### src/rtl/drdf_pkg.sv
`default_nettype none
// ----------------------------------------------------------------------------
// drdf_pkg
// Shared types and constants of the detection row decode filter.
// ----------------------------------------------------------------------------
package drdf_pkg;

    // Field widths
    localparam int VALUE_W  = 32;
    localparam int COORD_W  = 40;
    localparam int LABEL_W  = 7;
    localparam int POS_W    = 8;
    localparam int THRESH_W = 17;
    localparam int OFFSET_W = 16;
    localparam int NCLASS_W = 8;
    localparam int CFG_IDX_W  = 2;
    localparam int CFG_DATA_W = 17;
    localparam int OFF_PROD_W = LABEL_W + OFFSET_W;
    localparam int FRAC_W     = 16;

    // Class count limits: the label field bounds the usable count
    localparam int MAX_CLASSES = 128;
    localparam int LABEL_LIMIT = 1 << LABEL_W;
    localparam int CLASS_CAP   = (MAX_CLASSES < LABEL_LIMIT) ? MAX_CLASSES : LABEL_LIMIT;
    localparam logic [NCLASS_W-1:0] CLASS_CAP_W = NCLASS_W'(CLASS_CAP);

    // Row layout
    localparam logic [POS_W-1:0] POS_BOX_END     = 8'd4;
    localparam logic [POS_W-1:0] POS_OBJ         = 8'd4;
    localparam logic [POS_W-1:0] POS_FIRST_CLASS = 8'd5;

    // Register indexes
    localparam logic [CFG_IDX_W-1:0] CFG_MIN_CONF     = 2'd0;
    localparam logic [CFG_IDX_W-1:0] CFG_CLASS_OFFSET = 2'd1;
    localparam logic [CFG_IDX_W-1:0] CFG_NUM_CLASSES  = 2'd2;

    // Register reset values
    localparam logic [THRESH_W-1:0] MIN_CONF_RST     = 17'd16384;
    localparam logic [OFFSET_W-1:0] CLASS_OFFSET_RST = 16'd7680;
    localparam logic [NCLASS_W-1:0] NUM_CLASSES_RST  = 8'd80;

    // One finished row, handed from the row tracker to the decoder
    typedef struct packed {
        logic [VALUE_W-1:0] x;
        logic [VALUE_W-1:0] y;
        logic [VALUE_W-1:0] w;
        logic [VALUE_W-1:0] h;
        logic [VALUE_W-1:0] obj;
        logic [VALUE_W-1:0] best;
        logic [LABEL_W-1:0] label;
    } drdf_row_t;

endpackage
`default_nettype wire

### src/rtl/drdf_row_tracker.sv
`default_nettype none
// ----------------------------------------------------------------------------
// drdf_row_tracker
// Tracks the row position, stores box fields and objectness, keeps a running
// class argmax and hands each finished row to the decoder.
// ----------------------------------------------------------------------------
module drdf_row_tracker (
    input  wire logic                          aclk,
    input  wire logic                          aresetn,
    input  wire logic [drdf_pkg::VALUE_W-1:0]  s_value,
    input  wire logic                          s_valid,
    output logic                               s_ready,
    input  wire logic [drdf_pkg::NCLASS_W-1:0] num_classes,
    output logic                               row_valid,
    output drdf_pkg::drdf_row_t                row,
    input  wire logic                          row_ready
);
    import drdf_pkg::*;

    logic [POS_W-1:0]    pos_reg, pos_next;
    logic [VALUE_W-1:0]  box_reg [4];
    logic [VALUE_W-1:0]  obj_reg;
    logic [VALUE_W-1:0]  best_reg, best_next;
    logic [LABEL_W-1:0]  label_reg, label_next;
    logic                row_valid_reg, row_valid_next;
    drdf_row_t           row_reg;

    logic [NCLASS_W-1:0] n_use;
    logic [POS_W-1:0]    last_pos;
    logic [LABEL_W-1:0]  cls;
    logic                row_end;
    logic                accept;
    logic                snap_free;

    assign snap_free = !row_valid_reg || row_ready;
    assign s_ready   = snap_free;
    assign accept    = s_valid && snap_free;

    always_comb begin
        n_use = num_classes;
        if (n_use == '0) begin
            n_use = NCLASS_W'(1);
        end
        if (n_use > CLASS_CAP_W) begin
            n_use = CLASS_CAP_W;
        end
    end

    assign last_pos = POS_BOX_END + POS_W'(n_use);
    assign row_end  = (pos_reg >= last_pos);
    assign cls      = pos_reg[LABEL_W-1:0] - POS_FIRST_CLASS[LABEL_W-1:0];

    always_comb begin
        best_next  = best_reg;
        label_next = label_reg;
        if (pos_reg > POS_OBJ) begin
            // first class score of the row always loads; ties keep the earlier one
            if ((pos_reg == POS_FIRST_CLASS) || ($signed(s_value) > $signed(best_reg))) begin
                best_next  = s_value;
                label_next = cls;
            end
        end
        pos_next = row_end ? '0 : pos_reg + POS_W'(1);
    end

    assign row_valid_next = snap_free ? (accept && row_end) : row_valid_reg;

    always_ff @(posedge aclk) begin
        if (!aresetn) begin
            pos_reg       <= '0;
            row_valid_reg <= 1'b0;
        end else begin
            row_valid_reg <= row_valid_next;
            if (accept) begin
                pos_reg <= pos_next;
            end
        end
    end

    always_ff @(posedge aclk) begin
        if (accept) begin
            if (pos_reg < POS_BOX_END) begin
                box_reg[pos_reg[1:0]] <= s_value;
            end
            if (pos_reg == POS_OBJ) begin
                obj_reg <= s_value;
            end
            best_reg  <= best_next;
            label_reg <= label_next;
            if (row_end) begin
                row_reg.x     <= box_reg[0];
                row_reg.y     <= box_reg[1];
                row_reg.w     <= box_reg[2];
                row_reg.h     <= box_reg[3];
                row_reg.obj   <= obj_reg;
                row_reg.best  <= best_next;
                row_reg.label <= label_next;
            end
        end
    end

    assign row_valid = row_valid_reg;
    assign row       = row_reg;

endmodule
`default_nettype wire

### src/rtl/drdf_decode.sv
`default_nettype none
// ----------------------------------------------------------------------------
// drdf_decode
// Forms the confidence of a finished row, filters it against the threshold
// and produces the offset box corners in the result register.
// ----------------------------------------------------------------------------
module drdf_decode (
    input  wire logic                          aclk,
    input  wire logic                          aresetn,
    input  wire logic                          row_valid,
    input  wire drdf_pkg::drdf_row_t           row,
    output logic                               row_ready,
    input  wire logic [drdf_pkg::THRESH_W-1:0] min_conf,
    input  wire logic [drdf_pkg::OFFSET_W-1:0] class_offset,
    output logic signed [drdf_pkg::COORD_W-1:0] m_left,
    output logic signed [drdf_pkg::COORD_W-1:0] m_top,
    output logic signed [drdf_pkg::COORD_W-1:0] m_right,
    output logic signed [drdf_pkg::COORD_W-1:0] m_bottom,
    output logic [drdf_pkg::LABEL_W-1:0]       m_label,
    output logic signed [drdf_pkg::VALUE_W-1:0] m_score,
    output logic                               m_valid,
    input  wire logic                          m_ready
);
    import drdf_pkg::*;

    localparam int PROD_W = 2 * VALUE_W;
    localparam int CONF_W = PROD_W - FRAC_W;
    localparam logic signed [CONF_W-1:0] SAT_MAX = CONF_W'(64'sh7FFF_FFFF);
    localparam logic signed [CONF_W-1:0] SAT_MIN = -CONF_W'(64'sh8000_0000);

    // product stage
    logic                      pb_valid_reg, pb_valid_next;
    logic [PROD_W-1:0]         pb_prod_reg;
    logic [VALUE_W-1:0]        pb_x_reg, pb_y_reg, pb_hw_reg, pb_hh_reg;
    logic [OFF_PROD_W-1:0]     pb_off_reg;
    logic [LABEL_W-1:0]        pb_label_reg;

    // result register
    logic                      m_valid_reg, m_valid_next;
    logic [COORD_W-1:0]        left_reg, top_reg, right_reg, bottom_reg;
    logic [LABEL_W-1:0]        label_reg;
    logic [VALUE_W-1:0]        score_reg;

    logic                      out_free;
    logic                      pb_free;
    logic [PROD_W-1:0]         prod;
    logic signed [CONF_W-1:0]  conf;
    logic [VALUE_W-1:0]        score_sat;
    logic                      pass;
    logic [COORD_W-1:0]        off40, x40, y40, hw40, hh40;

    assign out_free  = !m_valid_reg || m_ready;
    assign pb_free   = !pb_valid_reg || out_free;
    assign row_ready = pb_free;

    assign prod = $signed({{VALUE_W{row.obj[VALUE_W-1]}}, row.obj})
                * $signed({{VALUE_W{row.best[VALUE_W-1]}}, row.best});

    assign pb_valid_next = pb_free ? row_valid : pb_valid_reg;

    // Q32.32 down to Q16.16 with floor, then clamp to 32-bit signed
    assign conf = $signed(pb_prod_reg[PROD_W-1:FRAC_W]);

    always_comb begin
        if (conf > SAT_MAX) begin
            score_sat = SAT_MAX[VALUE_W-1:0];
        end else if (conf < SAT_MIN) begin
            score_sat = SAT_MIN[VALUE_W-1:0];
        end else begin
            score_sat = conf[VALUE_W-1:0];
        end
    end

    assign pass = $signed(score_sat)
                > $signed({{(VALUE_W-THRESH_W){1'b0}}, min_conf});

    assign off40 = {{(COORD_W-OFF_PROD_W-FRAC_W){1'b0}}, pb_off_reg, {FRAC_W{1'b0}}};
    assign x40   = {{(COORD_W-VALUE_W){pb_x_reg[VALUE_W-1]}}, pb_x_reg};
    assign y40   = {{(COORD_W-VALUE_W){pb_y_reg[VALUE_W-1]}}, pb_y_reg};
    assign hw40  = {{(COORD_W-VALUE_W){pb_hw_reg[VALUE_W-1]}}, pb_hw_reg};
    assign hh40  = {{(COORD_W-VALUE_W){pb_hh_reg[VALUE_W-1]}}, pb_hh_reg};

    assign m_valid_next = out_free ? (pb_valid_reg && pass) : m_valid_reg;

    always_ff @(posedge aclk) begin
        if (!aresetn) begin
            pb_valid_reg <= 1'b0;
            m_valid_reg  <= 1'b0;
        end else begin
            pb_valid_reg <= pb_valid_next;
            m_valid_reg  <= m_valid_next;
        end
    end

    always_ff @(posedge aclk) begin
        if (pb_free && row_valid) begin
            pb_prod_reg  <= prod;
            pb_x_reg     <= row.x;
            pb_y_reg     <= row.y;
            // halve with arithmetic shift
            pb_hw_reg    <= {row.w[VALUE_W-1], row.w[VALUE_W-1:1]};
            pb_hh_reg    <= {row.h[VALUE_W-1], row.h[VALUE_W-1:1]};
            pb_off_reg   <= OFF_PROD_W'(row.label) * OFF_PROD_W'(class_offset);
            pb_label_reg <= row.label;
        end
        if (out_free && pb_valid_reg && pass) begin
            left_reg   <= x40 - hw40 + off40;
            top_reg    <= y40 - hh40 + off40;
            right_reg  <= x40 + hw40 + off40;
            bottom_reg <= y40 + hh40 + off40;
            label_reg  <= pb_label_reg;
            score_reg  <= score_sat;
        end
    end

    assign m_valid  = m_valid_reg;
    assign m_left   = $signed(left_reg);
    assign m_top    = $signed(top_reg);
    assign m_right  = $signed(right_reg);
    assign m_bottom = $signed(bottom_reg);
    assign m_label  = label_reg;
    assign m_score  = $signed(score_reg);

endmodule
`default_nettype wire

### src/rtl/detection_row_decode_filter.sv
`default_nettype none
// ----------------------------------------------------------------------------
// detection_row_decode_filter
// Streams detector output rows and emits thresholded, class-offset boxes.
// ----------------------------------------------------------------------------
// The block takes one Q16.16 value per cycle while s_ready is high:
// centre x, centre y, width, height, objectness, then num_classes class
// scores per row, and rows follow each other with no gap. At the last
// value of a row the box passes through three registers: a row snapshot,
// the 32x32 confidence multiply stage and the result register. Rows whose
// confidence is at or below the minimum confidence produce no result. A
// stalled output holds only the later stages; input keeps flowing until a
// finished row has nowhere to go. Configuration registers (index 0 minimum
// confidence, 1 class_offset, 2 num_classes) are written with cfg_wr_en;
// other indexes are ignored.
// ----------------------------------------------------------------------------
module detection_row_decode_filter (
    input  wire logic                            aclk,
    input  wire logic                            aresetn,
    input  wire logic                            cfg_wr_en,
    input  wire logic [drdf_pkg::CFG_IDX_W-1:0]  cfg_wr_index,
    input  wire logic [drdf_pkg::CFG_DATA_W-1:0] cfg_wr_data,
    input  wire logic signed [drdf_pkg::VALUE_W-1:0] s_value,
    input  wire logic                            s_valid,
    output logic                                 s_ready,
    output logic signed [drdf_pkg::COORD_W-1:0]  m_left,
    output logic signed [drdf_pkg::COORD_W-1:0]  m_top,
    output logic signed [drdf_pkg::COORD_W-1:0]  m_right,
    output logic signed [drdf_pkg::COORD_W-1:0]  m_bottom,
    output logic [drdf_pkg::LABEL_W-1:0]         m_label,
    output logic signed [drdf_pkg::VALUE_W-1:0]  m_score,
    output logic                                 m_valid,
    input  wire logic                            m_ready
);
    import drdf_pkg::*;

    logic [THRESH_W-1:0] min_conf_reg;
    logic [OFFSET_W-1:0] class_offset_reg;
    logic [NCLASS_W-1:0] num_classes_reg;

    logic                row_valid;
    logic                row_ready;
    drdf_row_t           row;

    always_ff @(posedge aclk) begin
        if (!aresetn) begin
            min_conf_reg     <= MIN_CONF_RST;
            class_offset_reg <= CLASS_OFFSET_RST;
            num_classes_reg  <= NUM_CLASSES_RST;
        end else if (cfg_wr_en) begin
            unique case (cfg_wr_index)
                CFG_MIN_CONF: begin
                    min_conf_reg <= cfg_wr_data[THRESH_W-1:0];
                end
                CFG_CLASS_OFFSET: begin
                    class_offset_reg <= cfg_wr_data[OFFSET_W-1:0];
                end
                CFG_NUM_CLASSES: begin
                    num_classes_reg <= cfg_wr_data[NCLASS_W-1:0];
                end
                default: begin
                    // unknown index: drop the write
                end
            endcase
        end
    end

    drdf_row_tracker u_tracker (
        .aclk        (aclk),
        .aresetn     (aresetn),
        .s_value     (s_value),
        .s_valid     (s_valid),
        .s_ready     (s_ready),
        .num_classes (num_classes_reg),
        .row_valid   (row_valid),
        .row         (row),
        .row_ready   (row_ready)
    );

    drdf_decode u_decode (
        .aclk           (aclk),
        .aresetn        (aresetn),
        .row_valid      (row_valid),
        .row            (row),
        .row_ready      (row_ready),
        .min_conf       (min_conf_reg),
        .class_offset   (class_offset_reg),
        .m_left         (m_left),
        .m_top          (m_top),
        .m_right        (m_right),
        .m_bottom       (m_bottom),
        .m_label        (m_label),
        .m_score        (m_score),
        .m_valid        (m_valid),
        .m_ready        (m_ready)
    );

endmodule
`default_nettype wire

### config.mk
export PLATFORM = sky130hd
export DESIGN_NAME = detection_row_decode_filter
export DESIGN_NICKNAME = d
export VERILOG_FILES = /design/src/rtl/drdf_pkg.sv /design/src/rtl/drdf_row_tracker.sv /design/src/rtl/drdf_decode.sv /design/src/rtl/detection_row_decode_filter.sv
export SDC_FILE = /design/constraint.sdc
export NUM_CORES = 2
export LEC_CHECK = 0
export ABC_AREA = 1
export BUFFER_PORTS_ARGS = -buffer_cell sky130_fd_sc_hd__buf_2
export CAP_MARGIN = 40
export CORE_ASPECT_RATIO = 1.75
export CORE_MARGIN = 2
export CORE_UTILIZATION = 59
export DETAILED_ROUTE_END_ITERATION = 6
export HOLD_SLACK_MARGIN = 0.02
export PLACE_DENSITY = 0.79
export SLEW_MARGIN = 20
export SYNTH_ARGS = -nofsm -noshare
export SYNTH_HDL_FRONTEND = slang
export SYNTH_HIERARCHICAL = 1
export SYNTH_SLANG_ARGS = --single-unit
export TNS_END_PERCENT = 5
### constraint.sdc
create_clock -name aclk -period 11.7 [get_ports aclk]
set_input_delay 2.34 -clock aclk [delete_from_list [all_inputs] [get_ports aclk]]
set_output_delay 2.34 -clock aclk [all_outputs]
set_load 0.05 [all_outputs]
Word level (Yosys, flattened, before mapping)

Memories as Yosys holds them, arrays and structs flattened. A register that Yosys moved wholly into a read port is not among the register bits.
Index checks and enable logic that the tools add are counted.
Widths: inputs -> output; s select.

Input bits: 56
Bits in registers: 613
Memories: 1
Memory bits (writable): 128

Add/sub/neg operators: 11
$mul: 2
Multiplexer cells: 12
Reduce and logical (&&, ||, !) cells: 20
Equality and inequality tests: 4
Magnitude comparators: 8

Memory list:

| name              | depth | bits a word | rd ports | clocked after Yosys merged registers in | write ports | line                   | source |
|---|---|---|---|---|---|---|---|
| u_tracker.box_reg | 4     | 32          | 4        | 4                                       | 1           | drdf_row_tracker.sv:21 | `logic [VALUE_W-1:0] box_reg [4];` |

Operators by type and width:

| cell                 | count |
|---|---|
| $add 40x39->40       | 4 |
| $mux 32              | 4 |
| $add 32x31->33       | 2 |
| $sub 32x31->33       | 2 |
| $mul 32x32->64       | 1 |
| $gt 48x32->1 const B | 1 |
| $lt 48x32->1 const B | 1 |
| $gt 32x18->1         | 1 |
| $gt 32x32->1         | 1 |
| $mux 8               | 3 |
| $mul 7x16->23        | 1 |
| $eq 8x3->1 const B   | 2 |
| $mux 7               | 2 |
| $reduce_and 2->1     | 5 |
| $add 3x8->8 const A  | 1 |
| $add 8x1->8 const B  | 1 |
| $ge 8x8->1           | 1 |
| $gt 8x3->1 const B   | 1 |
| $gt 8x8->1 const B   | 1 |
| $logic_not 8->1      | 1 |
| $lt 8x3->1 const B   | 1 |
| $sub 7x3->7 const B  | 1 |
| $logic_and 1x1->1    | 6 |
| $logic_or 1x1->1     | 4 |
| other kinds (5)      | 9 |

Longest topological paths before layout

Depth in word-level cells: 7
Gate-level depth with buffers: 32
Mapped depth without buffers: 31

Cells and area by module

Netlist, hierarchy kept.

Modules (own cells, without submodules):

| module                      | times used | area each (sq um) | sequential area each (sq um) | cells an instance |
|---|---|---|---|---|
| drdf_decode                 | 1          | 67213.2           | 12081.6                      | 8011 |
| drdf_row_tracker            | 1          | 14303.7           | 12131.6                      | 800 |
| detection_row_decode_filter | 1          | 1717.9            | 820.8                        | 255 |

Worst setup path before layout

OpenSTA, ideal clock, no wires.

Path kind: input port to flip-flop
From: input m_ready
To: register u_decode.bottom_reg[10] (netlist: u_decode/m_bottom[10]), enable pin
Arrival: 10.547 ns
Buffers on the path: 0
Data required time: 10.941 ns
Cell stages on the path: 2
Slack: 0.394 ns
Library setup time: 0.759 ns
Path through: nor2_1 nor2_1

Longest elaborated chain between the ends: 3

RTL lines:

| item                            | line                              | source |
|---|---|---|
| start: declaration              | detection_row_decode_filter.sv:33 | `input wire logic m_ready` |
| $logic_or 1x1->1                | drdf_decode.sv:52                 | `assign out_free = !m_valid_reg \|\| m_ready;` |
| $logic_and 1x1->1 (2 in series) | drdf_decode.sv:106                | `if (out_free && pb_valid_reg && pass) begin` |
| end signal: assignment          | drdf_decode.sv:110                | `bottom_reg <= y40 + hh40 + off40;` |
| end: declaration                | drdf_decode.sv:40                 | `logic [COORD_W-1:0] left_reg, top_reg, right_reg, bottom_reg;` |

No other way between the ends.
A chain may end at the register's enable or synchronous reset.

Worst setup path in the final report

From: register u_tracker.row_reg (netlist bit u_tracker/row[16])
To: register u_decode.pb_prod_reg[60] (data pin)

Longest elaborated chain between the ends: 1

RTL lines:

| item                   | line                   | source |
|---|---|---|
| start: declaration     | drdf_row_tracker.sv:26 | `drdf_row_t row_reg;` |
| $mul 32x32->64         | drdf_decode.sv:57      | `* $signed({{VALUE_W{row.best[VALUE_W-1]}}, row.best});` |
| net u_decode.prod[60]  | drdf_decode.sv:46      | `logic [PROD_W-1:0] prod;` |
| end signal: assignment | drdf_decode.sv:97      | `pb_prod_reg <= prod;` |
| end: declaration       | drdf_decode.sv:33      | `logic [PROD_W-1:0] pb_prod_reg;` |

The timed path passes the listed nets, and every way through them passes these cells.

==> flow_metrics.py <==
metrics = {
    "finish": {
        "layout.nets": 10900,
        "largest_reg_flops": 197,
        "final_cells": 11100,
        "utilization": 0.634,
        "area_growth_pct": 7.02,
        "layout-drive-gt1-share": 0.0684,
    },
    "job": {
        "maxCapViolCount": 0,
    },
    "critical_path": {
        "cp_slowest_stage_delay_ps": 1010,
        "crit_fanout": 19,
        "startpoint": "u_tracker/row[16]$_DFFE_PP_",
        "cp.arrival_ps": 9270,
        "cpMostUsedCell": "fa_1",
        "startpoint_type": "flip-flop",
        "r2r_start": "u_tracker/row[16]$_DFFE_PP_",
        "cp_cell_sequence": "buf_4 > nand2_1 > fa_1 > inv_1 > fa_1 > inv_1 > fa_1 > fa_1 > inv_1 > fa_1 > fa_1 > fa_1 > fa_1 > ha_1 > a21oi_1 > o21ai_0 > a21boi_0 > o21ai_0 > a21oi_1 > nand2_1 > nand2_1 > nand2_1",
        "critPathKind": "reg -> reg",
        "crit_path_end_kind": "flip-flop",
        "slowest_stage": "fa_1",
        "critPathRequiredTime_ps": 12170,
    },
    "power": {
        "power.switching_uw": 3610,
        "internal_power_uw": 5920,
        "peakVddDrop_mv": 0.0963,
        "seqPwrFrac": 0.363,
        "power_frac_comb": 0.352,
        "p_leak_uw": 0.0445,
        "swShare": 0.379,
        "pwr_density_cell_mw_per_mm2": 107,
        "clockPowerShare": 0.285,
    },
    "die": {
        "fp.dieW_um": 288,
        "io_pins": 257,
        "row_count": 182,
        "initial_core_util": 0.593,
        "die_area_sq_mm": 0.144,
        "die_h_um": 501,
        "design.core.area_sq_mm": 0.140,
    },
    "grt": {
        "track_usage": 0.376,
        "grt_first_pass_wirelength_mm": 396,
        "grt_start_max_net_pins": 148,
        "overflow": 0,
        "antenna_found_initial": 30,
        "first_global_vias": 68500,
    },
    "synth": {
        "synth_cells": 9062,
        "ys.warnings.count": 6,
        "synth_area_sq_mm": 0.0831,
        "syn_avg_cell_area_sq_um": 9.17,
        "syn_nets": 10800,
    },
    "timing": {
        "finalHoldViolations": 0,
        "whs_ps": 404,
        "tns_ps": 0,
        "setup_viol": 0,
        "maxSlewHeadroom": 0.372,
        "fmax_mhz": 114,
        "worst_slew_pin_slew_ps": 941,
        "drv_slew": 0,
        "clock_skew_ps": 36.1,
        "finalCritPeriodShare": 0.752,
        "finalCriticalPeriod_ps": 8800,
        "rsz0062_at_grt": "false",
    },
    "routing": {
        "post_drt_wl_per_cell_um": 23.6,
        "drtAntennaViolNets": 0,
        "drt_iter0_drc": 5210,
        "dr_total_vias": 63400,
        "drtPass1Iterations": 6,
        "routed_wl_mm": 262,
        "route.detailed.drc": 0,
        "vias_per_cell": 5.70,
    },
    "clocking": {
        "cts_buffer_depth": 3,
        "holdBufCountCts": 0,
        "post_cts_buffers": 0,
        "cts_sinks": 847,
        "h-tree-depth": 3,
        "clk_transition_reported_paths_ps": 70,
        "cts_tree": "done",
        "clkLatencyLatePin_ps": 730,
        "cts_root_buf": "clkbuf_16",
        "cts_resized": 0,
        "numCtsBuffers": 75,
    },
    "min_path": {
        "hp-start": "u_tracker/row[188]$_DFFE_PP_",
        "hp-class": "reg -> reg",
    },
    "status": {
        "status": "completed",
    },
    "placed_design": {
        "post-dp-hpwl_mm": 205,
        "finalWeightedCongestion": 1.06,
        "io_buffers": 256,
        "dp_cells": 11000,
    },
}
## layout by cell type (no fill, tap or decap), types with 9 or more instances in the layout
cell type  instances
ha_1             503
o21a_1            15
clkinv_1           9
nand3_1          222
diode_2           18
fa_1            1158
o21ai_2           12
edfxtp_1         795
nor3_1            55
a21o_1            38
clkbuf_16         77
buf_2            256
inv_2             41
nor2_1           451
o21ai_0          153
o21ai_1           57
xor2_1           221
clkinv_2          10
nor2_2            21
a21oi_1          396
o21bai_1          49
a31oi_1           13
buf_4             74
inv_6             10
nor4_1            21
nand4_1           45
nand2_2           19
nand2_1         2080
inv_1           2162
o211ai_1          14
or2_2             11
xnor2_1           42
a21oi_2           16
dfxtp_1           52
## power groups by stage
stage                     combinational [uW]  sequential (uW)  clock [uW]
after floorplan                         1980             3520           0
after global placement                  3220             3520           0
after detailed placement                3240             3520           0
after CTS                               3260             3460        2750
after global routing                    3620             3460        2850
final                                   3360             3460        2720
## critical path: cells and delay by family (launching register included)
family	cells	cell delay (ps)
and+or+nand+nor	4	290
DFF	1	930
buffers and inverters	4	660
adders and majority gates	9	5010
AOI/OAI and AO/OA	5	1610
## final cells by class
class	count	area, sq um
Multi-Input combinational cell	5721	48700
Clock buffer	85	1990
Clock inverter	53	707
Sequential cell	847	24900
Fill cell	11600	51300
Inverter	2207	8300
Timing Repair Buffer	338	1990
Tap cell	1840	2300
Antenna cell	18	45.0
## metrics by stage
| stage | instance area, sq um | worst slack [ps] | total power (uW) |
|---|---|---|---|
| global placement | 86100 | 2670 | 6740 |
| finish | 88900 | 2900 | 9530 |
| CTS | 88900 | 3030 | 9460 |
| detailed placement | 86200 | 3010 | 6760 |
| global route | 88900 | 2620 | 9930 |
| floorplan | 83100 | 394 | 5500 |
## routing by layer
layer | track usage | share of wire | vias to the layer above
met3 | 0.0701 | 0.068 | 1483
li1 | - | - | 27800
met1 | 0.348 | 0.29 | 30800
met5 | 0 | 0.00048 | -
met2 | 0.667 | 0.51 | 3296
met4 | 0.385 | 0.13 | 20
## path summary, 6_finish.rpt
| check | endpoint | slack (ps) | cells after the start |
|---|---|---|---|
| worst min register to register | u_decode/pb_x_reg[21]$_DFFE_PP_ | 400 | 0 |
| worst max-delay path | u_decode/pb_prod_reg[60]$_DFFE_PP_ | 2900 | 22 |
| worst max register to register | u_decode/pb_prod_reg[60]$_DFFE_PP_ | 2900 | 22 |
| worst min-delay path | u_decode/pb_x_reg[21]$_DFFE_PP_ | 400 | 0 |
Note: power is estimated with default switching activity, not from simulation.
